**config.mk**
```make
export PLATFORM = sky130hd
export DESIGN_NAME = gcpc_eval
export DESIGN_NICKNAME = d
export VERILOG_FILES = /design/src/sv/gcpc_pkg.sv /design/src/sv/gcpc_eval.sv
export SDC_FILE = /design/constraint.sdc
export NUM_CORES = 1
export LEC_CHECK = 0
export ABC_AREA = 1
export BUFFER_PORTS_ARGS = -buffer_cell sky130_fd_sc_hd__buf_2
export CORE_MARGIN = 5
export CORE_UTILIZATION = 50
export DETAILED_ROUTE_END_ITERATION = 10
export PLACE_DENSITY = 0.82
export SYNTH_ARGS = -nofsm -noshare
export SYNTH_HDL_FRONTEND = slang
export SYNTH_SLANG_ARGS = --single-unit
```
**constraint.sdc**
```tcl
create_clock -name vclk -period 8.96
set_clock_uncertainty 0.2 [all_clocks]
set_input_delay 0.896 -clock vclk [all_inputs]
set_output_delay 0.896 -clock vclk [all_outputs]
set_load 0.01 [all_outputs]
```
**src/sv/gcpc_pkg.sv**
```systemverilog
package gcpc_pkg;

  localparam int unsigned NUM_POINTS = 5;
  localparam int unsigned CONC_W     = 16;
  localparam int unsigned ADC_W      = 16;
  localparam int unsigned PIDX_W     = 3;
  localparam int unsigned ERR_W      = 4;
  localparam int unsigned PADDR_W    = 3;

  // calibration modes
  localparam logic [1:0] MODE_POS = 2'd0;
  localparam logic [1:0] MODE_NEG = 2'd1;
  localparam logic [1:0] MODE_BID = 2'd2;

  // input actions
  localparam logic ACT_CAL  = 1'b0;
  localparam logic ACT_LOAD = 1'b1;

  // register indexes
  localparam logic REG_CAL_MODE  = 1'b0;
  localparam logic REG_DEAD_BAND = 1'b1;

  // reference points
  localparam logic [PIDX_W-1:0] PT_1     = 3'd0;
  localparam logic [PIDX_W-1:0] PT_2     = 3'd1;
  localparam logic [PIDX_W-1:0] PT_3     = 3'd2;
  localparam logic [PIDX_W-1:0] PT_4     = 3'd3;
  localparam logic [PIDX_W-1:0] PT_5     = 3'd4;
  localparam logic [PIDX_W-1:0] NO_POINT = 3'd5;

  // error codes
  localparam logic [ERR_W-1:0] ERR_OK           = 4'd0;
  localparam logic [ERR_W-1:0] ERR_POS_BELOW    = 4'd1;
  localparam logic [ERR_W-1:0] ERR_POS_BAND     = 4'd2;
  localparam logic [ERR_W-1:0] ERR_NEG_ABOVE    = 4'd3;
  localparam logic [ERR_W-1:0] ERR_NEG_BAND     = 4'd4;
  localparam logic [ERR_W-1:0] ERR_BID_BAND     = 4'd5;
  localparam logic [ERR_W-1:0] ERR_P1_ABOVE_P3  = 4'd6;
  localparam logic [ERR_W-1:0] ERR_P2_ABOVE_P3  = 4'd7;
  localparam logic [ERR_W-1:0] ERR_P2_BELOW_P1  = 4'd8;
  localparam logic [ERR_W-1:0] ERR_P4_ABOVE_P5  = 4'd9;
  localparam logic [ERR_W-1:0] ERR_P4_BELOW_P3  = 4'd10;
  localparam logic [ERR_W-1:0] ERR_P5_BELOW_P3  = 4'd11;

  typedef logic [NUM_POINTS-1:0][CONC_W-1:0] conc_tbl_t;
  typedef logic [NUM_POINTS-1:0][ADC_W-1:0]  adc_tbl_t;

  typedef struct packed {
    logic                 action;
    logic [PIDX_W-1:0]    point_index;
    logic [CONC_W-1:0]    conc_value;
    logic [ADC_W-1:0]     adc_sample;
  } in_item_t;

  typedef struct packed {
    logic                  success;
    logic [ERR_W-1:0]      error_code;
    logic [PIDX_W-1:0]     stored_point;
    logic [NUM_POINTS-1:0] save_flags;
  } out_item_t;

  typedef struct packed {
    logic [1:0]        cal_mode;
    logic [ADC_W-1:0]  dead_band;
  } cfg_t;

  // decision of the check unit for one item
  typedef struct packed {
    logic              success;
    logic [ERR_W-1:0]  error_code;
    logic              wr_en;
    logic              set_flag;
    logic [PIDX_W-1:0] stored_point;
  } eval_t;

endpackage

```
**src/sv/gcpc_eval.sv**
```systemverilog
module gcpc_eval (
  input  gcpc_pkg::in_item_t  item_i,
  input  gcpc_pkg::cfg_t      cfg_i,
  input  gcpc_pkg::conc_tbl_t ref_conc_i,
  input  gcpc_pkg::adc_tbl_t  ref_adc_i,
  output gcpc_pkg::eval_t     eval_o
);
  import gcpc_pkg::*;

  logic [ADC_W:0]    adc_x;
  logic [ADC_W:0]    band_x;
  logic [ADC_W:0]    zero1_x;
  logic [ADC_W:0]    zero3_x;
  logic [ADC_W-1:0]  adc;
  logic [CONC_W-1:0] conc;
  logic              in_band;
  eval_t             ev;

  assign adc     = item_i.adc_sample;
  assign conc    = item_i.conc_value;
  assign adc_x   = {1'b0, adc};
  assign band_x  = {1'b0, cfg_i.dead_band};
  assign zero1_x = {1'b0, ref_adc_i[PT_1]};
  assign zero3_x = {1'b0, ref_adc_i[PT_3]};

  // bidirectional dead band around point 3; equal counts as below
  always_comb begin
    if (adc > ref_adc_i[PT_3]) begin
      in_band = adc_x < (zero3_x + band_x);
    end else begin
      in_band = (adc_x + band_x) > zero3_x;
    end
  end

  always_comb begin
    ev              = '0;
    ev.error_code   = ERR_OK;
    ev.stored_point = NO_POINT;
    if (item_i.action == ACT_LOAD) begin
      if (item_i.point_index <= PT_5) begin
        ev.wr_en        = 1'b1;
        ev.stored_point = item_i.point_index;
      end
    end else begin
      unique case (cfg_i.cal_mode)
        MODE_POS: begin
          priority if (adc_x < zero1_x) begin
            ev.error_code = ERR_POS_BELOW;
          end else if (adc_x < (zero1_x + band_x)) begin
            ev.error_code = ERR_POS_BAND;
          end else begin
            ev.success      = 1'b1;
            ev.wr_en        = 1'b1;
            ev.set_flag     = 1'b1;
            ev.stored_point = PT_3;
          end
        end
        MODE_NEG: begin
          priority if (adc_x > zero3_x) begin
            ev.error_code = ERR_NEG_ABOVE;
          end else if ((adc_x + band_x) > zero3_x) begin
            ev.error_code = ERR_NEG_BAND;
          end else begin
            ev.success      = 1'b1;
            ev.wr_en        = 1'b1;
            ev.set_flag     = 1'b1;
            ev.stored_point = PT_1;
          end
        end
        MODE_BID: begin
          if (in_band) begin
            ev.error_code = ERR_BID_BAND;
          end else begin
            priority if (conc == ref_conc_i[PT_1]) begin
              if (adc > ref_adc_i[PT_3]) ev.error_code = ERR_P1_ABOVE_P3;
              else ev.stored_point = PT_1;
            end else if (conc < ref_conc_i[PT_3]) begin
              priority if (adc > ref_adc_i[PT_3]) ev.error_code = ERR_P2_ABOVE_P3;
              else if (adc < ref_adc_i[PT_1]) ev.error_code = ERR_P2_BELOW_P1;
              else ev.stored_point = PT_2;
            end else if (conc < ref_conc_i[PT_5]) begin
              priority if (adc > ref_adc_i[PT_5]) ev.error_code = ERR_P4_ABOVE_P5;
              else if (adc < ref_adc_i[PT_3]) ev.error_code = ERR_P4_BELOW_P3;
              else ev.stored_point = PT_4;
            end else if (conc == ref_conc_i[PT_5]) begin
              if (adc < ref_adc_i[PT_3]) ev.error_code = ERR_P5_BELOW_P3;
              else ev.stored_point = PT_5;
            end else begin
              // above point 5: passes, nothing stored
              ev.stored_point = NO_POINT;
            end
            ev.success  = (ev.error_code == ERR_OK);
            ev.wr_en    = (ev.stored_point != NO_POINT);
            ev.set_flag = ev.wr_en;
          end
        end
        default: begin
          ev.stored_point = NO_POINT;
        end
      endcase
    end
  end

  assign eval_o = ev;

endmodule

```
### Word-level counts from Yosys, hierarchy flattened

Index checks and enable logic that the tools add are counted.

* div/mod/pow operators: 0
* bitwise operators: 0
* reductions and logical operators: 2
* add/sub/neg operators: 3
* shift operators: 0
* order comparisons: 12
* muxes and demuxes: 50
* multipliers: 0
* equality and inequality tests: 5

Operators by type and width (count)
* $lt A16 B16 Y1: 5
* $mux W4: 13
* $add A16 B16 Y17: 3
* $gt A16 B16 Y1: 3
* $mux W3: 16
* $lt A16 B17 Y1: 2
* $eq A16 B16 Y1: 2
* $mux W5: 6
* $pmux W7 S3: 1
* $gt A17 B16 Y1: 1
* $mux W1: 11
* $pmux W3 S3: 1
* $logic_not A4 Y1: 1
* $mux W2: 2
* $le A3 B3 Y1 const B: 1
* $ne A3 B3 Y1 const B: 1
* $eq A2 B1 Y1 const B: 1
* $eq A2 B2 Y1 const B: 1
* $logic_not A2 Y1: 1

* memory bits (writable): 0
* word-level logic and storage cells: 72
* bits in read-only memories: 0
* memories: 0
* input port bits: 214
* register bits: 0
* output and inout bits: 10
* latch bits: 0

### Logic depth before layout (Yosys ltp)

Gate-level depths: netlist (run 1).

* depth after elaboration: 13
* gate-level depth with buffers: 25
* depth with buffers taken out: 25

### Worst setup path before layout (run 1)

No wires, ideal clock.

* kind: in2out
* start point: input port item_i[0] in the netlist's numbering
* end point: output port eval_o[6] in the netlist's numbering
* required time: 7864 ps
* path buffers: 0
* stages on the path: 20
* slack: 4133 ps
* data arrival time: 3731 ps
* cell sequence: ha_1 inv_1 fa_1 o21ai_2 a21oi_4 o21ai_4 nand3_2 a21oi_2 nand2_1 nand2_1 xor2_1 ha_1 a21o_1 a21oi_1 nand2_1 nand2_1 nand3_4 a21oi_4 nand2_1 a21oi_1

RTL lines
* start: declaration: line gcpc_eval.sv:2 `input gcpc_pkg::in_item_t item_i,`
* end: declaration: line gcpc_eval.sv:6 `output gcpc_pkg::eval_t eval_o`

==> results.txt, run 1 <==
The post-layout minimum cycle time was 5400 ps. The synthesized design spends more area on one cell type than any other, namely sky130_fd_sc_hd__ha_1. The worst setup path is captured at a primary output. The flow ran to the end, and the final reports show no timing, DRC or antenna violations. Max-cap violations in this run came to 0.

The average footprint of a synthesized cell works out to 6.36 um^2. The tools report the count of standard-cell rows as 39. The setup TNS was 0 ps; the portion of total power attributed to the clock network was 0%. The cell leakage power was 0.00408 uW. Data on the critical path is required at its endpoint by 7860 ps. The largest voltage drop on the vdd net is 0.0358 mV. After detailed routing, the average wire length per cell comes to 12.7 um. The via count of the first global-routing pass is 6,190, and the post-cts resize count is 0. The number of nets handed over by synthesis was 1,306. In the layout the commonest cells are sky130_fd_sc_hd__nand2_1 (195), sky130_fd_sc_hd__ha_1 (172), sky130_fd_sc_hd__buf_2 (160), sky130_fd_sc_hd__inv_1 (154), sky130_fd_sc_hd__a21oi_1 (94).

Power spread over the standard cell area amounts to 66.9 nW/um^2. Buffers inserted to repair hold after CTS numbered 0. The post-route netlist has 17.6% of its cells at a drive strength greater than 1. The path class of the tightest hold or removal check is in2out. Setup violations remaining at the end of the flow were counted as 0. The logs give 0.971 for the final RePlAce weighted congestion and 0 for the count of clock buffers in the final design.

The pre-antenna-repair detailed-routing pass consisted of 5 iterations. The logs give 224 for the number of placed I/O pins and 37 for the number of distinct standard cells referenced by the synthesized netlist. Entering global routing, the biggest net connects 8 pins.

The die footprint is 13,900 um^2. For the total routed wirelength, the log shows 15.5 mm. The count of pins over their slew limit is 0. The first global-routing pass estimated 26.3 mm of wire.

STA classifies the critical path startpoint as a primary input. For the number of failing hold endpoints at the final stage, the log shows 0. The logs give 917 for the gate count of the mapped netlist and 0 for the number of warning messages in the yosys log. The total number of nets in the final design came out at 1,468. In the routed layout, each cell is associated on average with a via count of 5.27.

After clock tree synthesis, the setup repair step added 0 buffers. The detailed router placed 6,435 vias in this run. The count of buffers added on input and output ports is 160. The library cell used most frequently in the layout, excluding fill and tap cells, is sky130_fd_sc_hd__nand2_1.

The startpoint identified for the worst hold timing path is item_i[33]. The class of the most critical setup path is in2out. The number of remaining DRC errors is 0, and the initial standard-cell utilization of the core is 51.1%.

At the worst endpoint, the arrival time is 4300 ps. The antenna diode count is 0. The tools report the end of the critical path as eval_o[6]. The run gives 0% as the portion of total power attributed to sequential cells. Detailed placement finished with a half-perimeter wire length of 14.2 mm. Tracing the worst setup path back leads to its startpoint at cfg_i[0].

The tools report the multi-input logic area as 5240 um^2. The internal portion of the total power is 190 uW. Summed over all nets, the switching power comes to 265 uW.

The core region is 11,400 um^2. The share of total power in combinational logic was 100.0%; the area of the mapped netlist was 5830 um^2. Timing would allow up to 185 MHz. By area the synthesized netlist is led by sky130_fd_sc_hd__ha_1 (37%), sky130_fd_sc_hd__nand2_1 (13%), sky130_fd_sc_hd__inv_1 (9.9%), sky130_fd_sc_hd__a21oi_1 (8.1%), sky130_fd_sc_hd__xor2_1 (5.7%). The largest fanout of any net on the critical path came out at 4.

The remaining global-route overflow is 0, and the number of sequential storage elements is 0. Design area: 6810 um^2. From synthesis to final layout, the design area changed by 16.8%.

After the first detailed-routing iteration, the DRC count stood at 253. Net switching is 58.2% of the power. For the number of routed nets with antenna violations, the log shows 0. Setup repair after global routing left no endpoint under its margin.

After synthesis, flip-flops and latches occupy 0% of the total area. The chip width came out at 118 um. Overall track demand over capacity in global routing: 21.3%.

The fraction of synthesized cell area taken by the top area cell type was 36.9%. The number of filler instances in the final layout was 1,164; the die boundary height was 118 um. Registers take 0 um^2. At the pin with the least slew margin, the transition time is 497 ps. The run gives 0 as the initial antenna violation count.

Of the available clock period, the critical path in the final layout requires 60.3%. Once placement finished, the instance area stood at 6810 um^2. In this run the tightest slew margin relative to its limit is 66.6%.
==> cells by family after synthesis <==
group | count (synthesis) | synth area share [%]
AOI/OAI and AO/OA | 169 | 17.1
xor gates and xnor gates | 55 | 8.26
adders and majority gates | 175 | 37.9
and+or+nand+nor | 360 | 26.5
buffers and inverters | 158 | 10.2
==> per-layer routing <==
metal  share of wire, %  up-vias  track usage, %  routed length [um]
met5                  0        -               0                   0
met4                1.6        0            3.58                 244
met3                5.5       18            1.92                 859
met2                 48      157            39.1                7470
met1                 45     2856            27.2                6920
li1                   -     3404               -                   -
==> area by class of cell <==
class / count / share of cell area [%]
Multi-Input combinational cell: 759 / 76.9
Timing Repair Buffer: 160 / 11.8
Inverter: 158 / 8.70
Tap cell: 143 / 2.63
==> through the flow <==
step                utilization [%]  instances  hold WS [ps]  setup WS, ps  power (uW)
global route                   59.7       1220          1960          3240         528
CTS                            59.7       1220          1940          3570         457
finish                         59.7       1220          1930          3560         456
detailed placement             59.7       1220          1930          3580         455
global placement               59.7       1220          1930          3620         442
floorplan                         -        917          1640          4130         326
==> synthesized netlist by cell type (2+ instances only) <==
cell type / n
sky130_fd_sc_hd__a21oi_1: 94
sky130_fd_sc_hd__o2111ai_1: 2
sky130_fd_sc_hd__nand3_2: 2
sky130_fd_sc_hd__o21ai_1: 11
sky130_fd_sc_hd__xnor2_1: 17
sky130_fd_sc_hd__o21a_1: 6
sky130_fd_sc_hd__xor2_1: 38
sky130_fd_sc_hd__fa_1: 3
sky130_fd_sc_hd__a21oi_2: 4
sky130_fd_sc_hd__a21o_1: 10
sky130_fd_sc_hd__ha_1: 172
sky130_fd_sc_hd__inv_2: 3
sky130_fd_sc_hd__a21oi_4: 3
sky130_fd_sc_hd__nor2_1: 74
sky130_fd_sc_hd__a31oi_1: 6
sky130_fd_sc_hd__nor3_2: 3
sky130_fd_sc_hd__nand4_1: 18
sky130_fd_sc_hd__o21ai_0: 19
sky130_fd_sc_hd__nand2_1: 195
sky130_fd_sc_hd__nand3_1: 37
sky130_fd_sc_hd__nand3b_1: 2
sky130_fd_sc_hd__o21ai_2: 4
sky130_fd_sc_hd__nor3_1: 14
sky130_fd_sc_hd__nand2_2: 8
sky130_fd_sc_hd__a211oi_1: 7
sky130_fd_sc_hd__inv_1: 154
==> power groups by stage <==
| stage | combinational [uW] | clock (uW) | sequential, uW |
|---|---|---|---|
| 2_1_floorplan | 326 | 0 | 0 |
| 3_3_place_gp | 442 | 0 | 0 |
| 3_5_place_dp | 455 | 0 | 0 |
| 4_1_cts | 457 | 0 | 0 |
| 5_1_grt | 528 | 0 | 0 |
| 6_report | 456 | 0 | 0 |
==> how the worst min path moves through the flow <==
stage / endpoint / slack [ps] / depth (start not counted)
6_report: eval_o[1] / 1930 / 4
5_1_grt: eval_o[9] / 1960 / 3
4_1_cts: eval_o[7] / 1940 / 3
3_5_place_dp: eval_o[7] / 1930 / 3
3_3_place_gp: eval_o[1] / 1930 / 4
2_1_floorplan: eval_o[5] / 1640 / 1
==> critical path, cell delays in order <==
cell and delay [ps]:
sky130_fd_sc_hd__buf_2 120, sky130_fd_sc_hd__ha_1 150, sky130_fd_sc_hd__inv_1 60, sky130_fd_sc_hd__fa_1 420, sky130_fd_sc_hd__o21ai_2 260, sky130_fd_sc_hd__a21oi_4 110, sky130_fd_sc_hd__o21ai_4 210, sky130_fd_sc_hd__nand3_2 110
sky130_fd_sc_hd__a21oi_2 190, sky130_fd_sc_hd__nand2_1 70, sky130_fd_sc_hd__nand2_1 70, sky130_fd_sc_hd__xor2_1 170, sky130_fd_sc_hd__ha_1 260, sky130_fd_sc_hd__a21o_1 180, sky130_fd_sc_hd__a21oi_1 130, sky130_fd_sc_hd__nand2_1 70
sky130_fd_sc_hd__nand2_1 140, sky130_fd_sc_hd__nand3_4 100, sky130_fd_sc_hd__a21oi_4 190, sky130_fd_sc_hd__nand2_1 70, sky130_fd_sc_hd__a21oi_1 170, sky130_fd_sc_hd__buf_2 160
(Power assumes the default switching activity.)
==> run 2, diff against run 1 <==
==> constraint.sdc (replaced) <==
create_clock -name vclk -period 5.1
set_clock_uncertainty 0.2 [all_clocks]
set_input_delay 0.51 -clock vclk [all_inputs]
set_output_delay 0.51 -clock vclk [all_outputs]
set_load 0.01 [all_outputs]
==> results.txt, run 2 (synthesized netlist as in run 1, its figures left out) <==
The worst setup path is captured at a primary output. After legalization and detailed placement, the total HPWL measured 14.1 mm. Setup repair after global routing left no endpoint under its margin. Initial antenna violation count: 0. The commonest non-fill, non-tap cell in the layout was sky130_fd_sc_hd__nand2_1. The logs give 0 for the antenna diode count and 0 for the final setup violation count. The largest net degree at the start of global routing was 8; the share of the clock period used by the worst path after layout was 90.3%. The initial utilization of the core area, before any placement, comes to 51.1%. Internal power component: 334 uW.

The count of standard-cell rows is 39, and the number of I/O port buffers is 160. Buffers inserted to repair hold after CTS numbered 0. The via-per-instance ratio works out to 5.29.

Once detail routing completed, the nets flagged for antenna violations numbered 0. The critical path starts at cfg_i[1]. The die covers 13,900 um^2. Gates resized during post-CTS repair numbered 0. In this run the most critical hold path is launched from item_i[33]. Sequential standard cell area: 0 um^2. Wire length of the first global-routing pass: 26.2 mm. Leaving out fill and tap cells, the most frequent cells in the layout are sky130_fd_sc_hd__nand2_1 (195), sky130_fd_sc_hd__ha_1 (172), sky130_fd_sc_hd__buf_2 (160), sky130_fd_sc_hd__inv_1 (154), sky130_fd_sc_hd__a21oi_1 (94).

224 I/O pins were placed. After the first detailed-routing iteration, the DRC count stood at 255. Measured along the y axis, the die boundary spans 118 um. The run finished with clean final reports. The tools report the remaining global-route overflow as 0. In the finished layout, the clock tree contains a buffer count of 0. The portion of total power attributed to the clock network is 0%, and the post-layout minimum cycle time is 4610 ps.

Net switching is 58.1% of the power. The tools report the arrival time reported for the critical path endpoint as 3900 ps. The total routed wirelength was 15.4 mm. In this run the power spent charging and discharging nets is 464 uW.

Headroom to the max-slew limit came out at 64.8%. The via count of the first global-routing pass was 6,160. The path type of the worst min-delay path is in2out. For this design the ratio of total power to cell area is 117 nW/um^2.

The first detailed-routing pass ran for 5 iterations. Of the total power, combinational logic draws 100.0%. The largest fanout of any net on the critical path is 5, and the setup TNS is 0 ps. The number of sequential storage elements is 0, and the proportion of layout cells with a drive suffix above 1 is 17.6%.

The run gives 1,125 as the number of filler instances in the final layout. Across the run, the number of max-cap violations was 0. For the total number of nets in the final design, the log shows 1,468. The tools report the overall track demand over capacity in global routing as 21.2%. After detailed routing, the average wire length per cell comes to 12.6 um. The tools report the number of failing hold endpoints at the final stage as 0.

The tools report the count of pins over their slew limit as 0. STA classifies the critical path startpoint as a primary input. The number of vias after detailed routing is 6,450, and the chip width is 118 um. The logs give 0.954 for the final RePlAce weighted congestion and 11,400 um^2 for the core box area. After detailed routing, the number of remaining DRC violations is 0. Post-synthesis to final-layout area growth: 16.8%. The largest voltage drop on the vdd net is 0.0669 mV, and the number of stages on the worst hold path is 4. Once the clock tree was built, the setup fixing pass inserted 0 buffers. On the final layout, the worst hold slack is 1170 ps. The worst endpoint required time is 4390 ps.

For this run, the top clock speed supported by timing is 217 MHz. For the pin with the worst max-slew slack, the measured transition is 525 ps. The class of the most critical setup path was in2out. The portion of total power attributed to sequential cells is 0%, and the cell leakage power is 0.00408 uW.
## run 2: final timing paths
path                   endpoint  slack, ps
worst max-delay path  eval_o[6]        490
worst min-delay path  eval_o[1]       1170
## run 2: layout make-up
type	instances	area (um^2)	share of cell area, %
Timing Repair Buffer	160	801	11.8
Tap cell	143	179	2.63
Multi-Input combinational cell	759	5240	76.9
Inverter	158	593	8.70
## run 2: metal layers
metal  vias to the layer above  global-route usage, %  wire length, um
met3                        30                   1.78              842
met5                         -                      0                0
li1                       3399                      -                -
met1                      2845                   26.7             6990
met2                       176                   39.1             7200
met4                         0                   4.66              388
## run 2: worst max-delay path, stage by stage
cell	delay (ps)
sky130_fd_sc_hd__buf_2	150
sky130_fd_sc_hd__inv_1	130
sky130_fd_sc_hd__fa_1	460
sky130_fd_sc_hd__o21ai_2	230
sky130_fd_sc_hd__a21oi_4	100
sky130_fd_sc_hd__o21ai_4	210
sky130_fd_sc_hd__nand3_2	110
sky130_fd_sc_hd__a21oi_2	190
sky130_fd_sc_hd__nand2_1	70
sky130_fd_sc_hd__nand2_1	70
sky130_fd_sc_hd__xor2_1	160
sky130_fd_sc_hd__ha_1	260
sky130_fd_sc_hd__a21o_1	180
sky130_fd_sc_hd__a21oi_1	170
sky130_fd_sc_hd__nand2_1	70
sky130_fd_sc_hd__nand2_1	140
sky130_fd_sc_hd__nand3_4	100
sky130_fd_sc_hd__a21oi_4	200
sky130_fd_sc_hd__nand2_1	70
sky130_fd_sc_hd__a21oi_1	160
sky130_fd_sc_hd__buf_2	160
## run 2: stage by stage
stage          instances  total power, uW  cell area, um^2  setup slack (ps)  utilization [%]
6_report            1220              798             6810               494             59.7
5_1_grt             1220              925             6810              90.4             59.7
4_1_cts             1220              801             6810               492             59.7
3_5_place_dp        1220              796             6810               506             59.7
3_3_place_gp        1220              777             6810               539             59.7
2_1_floorplan        917              573             5830              1040                -
## run 2: power groups by stage
| stage | clock network [uW] | logic [uW] | registers [uW] |
|---|---|---|---|
| floorplan | 0 | 573 | 0 |
| global placement | 0 | 777 | 0 |
| detailed placement | 0 | 796 | 0 |
| CTS | 0 | 801 | 0 |
| global route | 0 | 925 | 0 |
| finish | 0 | 798 | 0 |
==> run 3, diff against run 2 <==
--- a/config.mk
+++ b/config.mk
@@ -5,12 +5,11 @@
 export SDC_FILE = /design/constraint.sdc
 export NUM_CORES = 1
 export LEC_CHECK = 0
-export ABC_AREA = 1
 export BUFFER_PORTS_ARGS = -buffer_cell sky130_fd_sc_hd__buf_2
 export CORE_MARGIN = 5
 export CORE_UTILIZATION = 50
 export DETAILED_ROUTE_END_ITERATION = 10
-export PLACE_DENSITY = 0.82
+export PLACE_DENSITY = 0.83
 export SYNTH_ARGS = -nofsm -noshare
 export SYNTH_HDL_FRONTEND = slang
 export SYNTH_SLANG_ARGS = --single-unit
==> results.txt, run 3 <==
The count of buffers added on input and output ports is 160. The run gives 4530 ps as the arrival time reported for the critical path endpoint. At the end of routability-driven placement, the weighted congestion stood at 0.926. Across the VDD grid, the largest voltage drop is 0.0741 mV. The number of maximum-capacitance violations was 0.

The run finished, with violations left. Counting the clock-network buffers in the layout gives 0. The logs give 0.00408 uW for the cell leakage power and 1,134 for the final cell count without fillers. Summing over every cut layer, the via total after detailed routing is 6,509. Detailed placement finished with a half-perimeter wire length of 15.6 mm. Overall track demand over capacity in global routing: 25.4%.

After detailed routing, the number of vias per cell comes to 5.74. The class of the most critical setup path is in2out. In this run the remaining antenna-violating nets after routing total 0. The measured slew at the worst slew-check pin is 700 ps, and the number of placed I/O pins is 224. Counting distinct cell types in the post-synthesis netlist gives 62. From synthesis to final layout, the design area changed by 35.0%. The adder and majority gate portion of the synthesized area was 39.7%. For this run, the top clock speed supported by timing is 191 MHz. The tools report the wire length of the first global-routing pass as 27.9 mm.

The run gives -136 ps as the final critical-path setup slack. The worst hold path begins at item_i[33]. After floorplanning, the core was divided into 38 placement rows.

In this run the vertical extent of the chip is 116 um. The library cells used most frequently in the layout, excluding fill and tap cells, are sky130_fd_sc_hd__ha_1 (168), sky130_fd_sc_hd__buf_2 (158), sky130_fd_sc_hd__buf_4 (92), sky130_fd_sc_hd__inv_1 (91), sky130_fd_sc_hd__a21oi_1 (55). At the placement stage, the worst setup path has a slack of -465 ps.

The internal power component came out at 456 uW. Number of remaining DRC errors: 0. The final setup violation count came out at 6. The worst setup path is captured at a primary output. By area the synthesized netlist is led by sky130_fd_sc_hd__ha_1 (39%), sky130_fd_sc_hd__inv_1 (6.2%), sky130_fd_sc_hd__a21oi_1 (5.8%), sky130_fd_sc_hd__xor2_1 (4.6%), sky130_fd_sc_hd__a21o_1 (3.6%).

The final reports fail on negative setup slack. Of the total synthesized cell area, the portion taken by AND, OR, NAND and NOR gates is 19.0%. The worst hold path belongs to the class in2out.

The region available for standard cell placement spans 10,900 um^2. The chip width is 116 um. At the end of the flow, the number of nets in the layout was 1,385.

The tools report the timing startpoint of the critical path as item_i[1]. The switching fraction of total power is 51.9%, and the detailed router's first-iteration violation count is 431. The fraction of synthesized cell area taken by the top area cell type came out at 38.6%. For this run, the number of Yosys warnings is 0.

Cells with a size suffix above 1 make up 31.7% of the layout. When the netlist entered floorplanning its net count stood at 1,132. After layout, the minimum clock period comes to 5240 ps. The average footprint of a synthesized cell came out at 7.50 um^2. The tools report the number of sequential storage elements as 0. The multiplexer fraction of the synthesized cell area was 0%; the setup TNS was -511 ps.

After detailed routing, the total wire length is 18.1 mm. The worst endpoint required time came out at 4390 ps. The library cell used most frequently in the layout, excluding fill and tap cells, is sky130_fd_sc_hd__ha_1. By area, the combinational part of the netlist is dominated by adder cells. The synthesized design spends more area on one cell type than any other, namely sky130_fd_sc_hd__ha_1.

For this run, the detailed router's first-pass iteration total came to 6. Summing the areas of all compound-gate instances in the mapped netlist gives 26.7% of the synthesized area. For this run the aggregate overflow at the end of global routing stands at 0.

Including well taps, the total number of placed cells is 1,123. Among all cell types in the netlist, the one instantiated most often is sky130_fd_sc_hd__ha_1. For the net load switching power, the log shows 492 uW. The ratio of total power to cell area is 126 nW/um^2. The via count of the first global-routing pass was 6,301. For the initial antenna violation count, the log shows 0. The number of failing hold endpoints at the final stage came out at 0. The clock network accounts for 0% of the total power. The initial standard-cell utilization of the core came out at 51.2%.

STA classifies the critical path startpoint as a primary input. Of all nets on the critical path, the largest fanout is 4. After synthesis, flip-flops and latches occupy 0% of the total area. The average routed wire per standard cell came out at 15.9 um. The count of pins over their slew limit was 0. The antenna diode count is 0. Final hold analysis gives a worst-case slack of 1210 ps.

The number of hold buffers added after CTS was 0. The cell area that synthesis handed to floorplanning was 5570 um^2. For the gate count of the mapped netlist, the log shows 743. Setup repair after global routing could not meet its margin everywhere.

The largest net degree at the start of global routing was 11; the number of filler instances in the final layout was 859. After synthesis, the most frequently instantiated cells are sky130_fd_sc_hd__ha_1 (172), sky130_fd_sc_hd__inv_1 (92), sky130_fd_sc_hd__a21oi_1 (65). The share of total power in combinational logic was 100.0%. After Yosys synthesis, XOR and XNOR cells account for 8.02% of the synthesized area. The floorplan step defined a die boundary enclosing 13,400 um^2.

Sequential cells burn 0% of the power. The headroom to the max-slew limit came out at 52.2%. In the final layout, flip-flops and latches occupy 0 um^2. The share of the clock period used by the worst path after layout came out at 103%.
-- run 3: changes by cell type after synthesis, moves of 11 or more --
cell,before,now
sky130_fd_sc_hd__nand3_1,37,19
sky130_fd_sc_hd__nand2_1,195,32
sky130_fd_sc_hd__inv_1,154,92
sky130_fd_sc_hd__o21ai_0,19,37
sky130_fd_sc_hd__a21o_1,10,27
sky130_fd_sc_hd__a21oi_1,94,65
sky130_fd_sc_hd__o211ai_1,0,11
sky130_fd_sc_hd__nand2b_1,0,14
sky130_fd_sc_hd__nor2_1,74,42
-- run 3: logic make-up after synthesis --
group,Yosys count
buf+inv,95
simple gates,198
compound gates,224
fa+ha+maj,175
xor+xnor,51
-- run 3: what timing repair did --
item,in CTS,in global routing
setup buffers,6,7
cloned,0,0
endpoints found under the setup margin,10,10
gates resized for setup,41,30
pin swaps,31,35
-- run 3: routing by layer --
metal  GRT usage, %  part of all wire (%)  wire (um)  vias up
met5              0                     0          0        -
met4           6.18                   2.5        459        0
met3           1.57                   6.5       1180       34
met2           47.1                    49       8780      260
met1           31.8                    42       7660     2925
li1               -                     -          -     3290
-- run 3: path summary, 6_finish.rpt --
| check | to | slack (ps) | depth (start not counted) |
|---|---|---|---|
| worst max-delay path | eval_o[4] | -140 | 21 |
| worst min-delay path | eval_o[1] | 1210 | 4 |
-- run 3: layout make-up --
type                            count  area (um^2)  share of cell area, %
Multi-Input combinational cell    648         5480                   72.8
Inverter                           92          345                   4.59
Tap cell                          140          175                   2.33
Timing Repair Buffer              254         1530                   20.3
-- run 3: per-stage QoR --
stage | area [um^2] | util (%) | total power (uW)
6_report | 7520 | 69.1 | 948
5_1_grt | 7520 | 69.1 | 1050
4_1_cts | 7350 | 67.5 | 893
3_5_place_dp | 7160 | 65.8 | 852
3_3_place_gp | 7160 | 65.8 | 826
2_1_floorplan | 5580 | - | 538
-- run 3: power by group through the flow --
stage,clock network [uW],registers (uW),logic (uW)
floorplan,0,0,538
global placement,0,0,826
detailed placement,0,0,852
CTS,0,0,893
global route,0,0,1050
finish,0,0,948
-- run 3: worst max-delay path: stages --
cell and delay, ps:
sky130_fd_sc_hd__buf_2 130, sky130_fd_sc_hd__ha_1 300, sky130_fd_sc_hd__a21o_1 210, sky130_fd_sc_hd__a21oi_2 180, sky130_fd_sc_hd__o211ai_1 150, sky130_fd_sc_hd__a31oi_2 230
sky130_fd_sc_hd__a21oi_2 90, sky130_fd_sc_hd__a31o_2 260, sky130_fd_sc_hd__a21oi_2 160, sky130_fd_sc_hd__xnor2_1 150, sky130_fd_sc_hd__ha_1 270, sky130_fd_sc_hd__and4_1 210
sky130_fd_sc_hd__and4_1 150, sky130_fd_sc_hd__a21boi_1 140, sky130_fd_sc_hd__a211oi_2 190, sky130_fd_sc_hd__o31a_1 250, sky130_fd_sc_hd__a2bb2oi_2 90, sky130_fd_sc_hd__or3_4 400
sky130_fd_sc_hd__buf_6 140, sky130_fd_sc_hd__o211ai_1 150, sky130_fd_sc_hd__buf_2 160
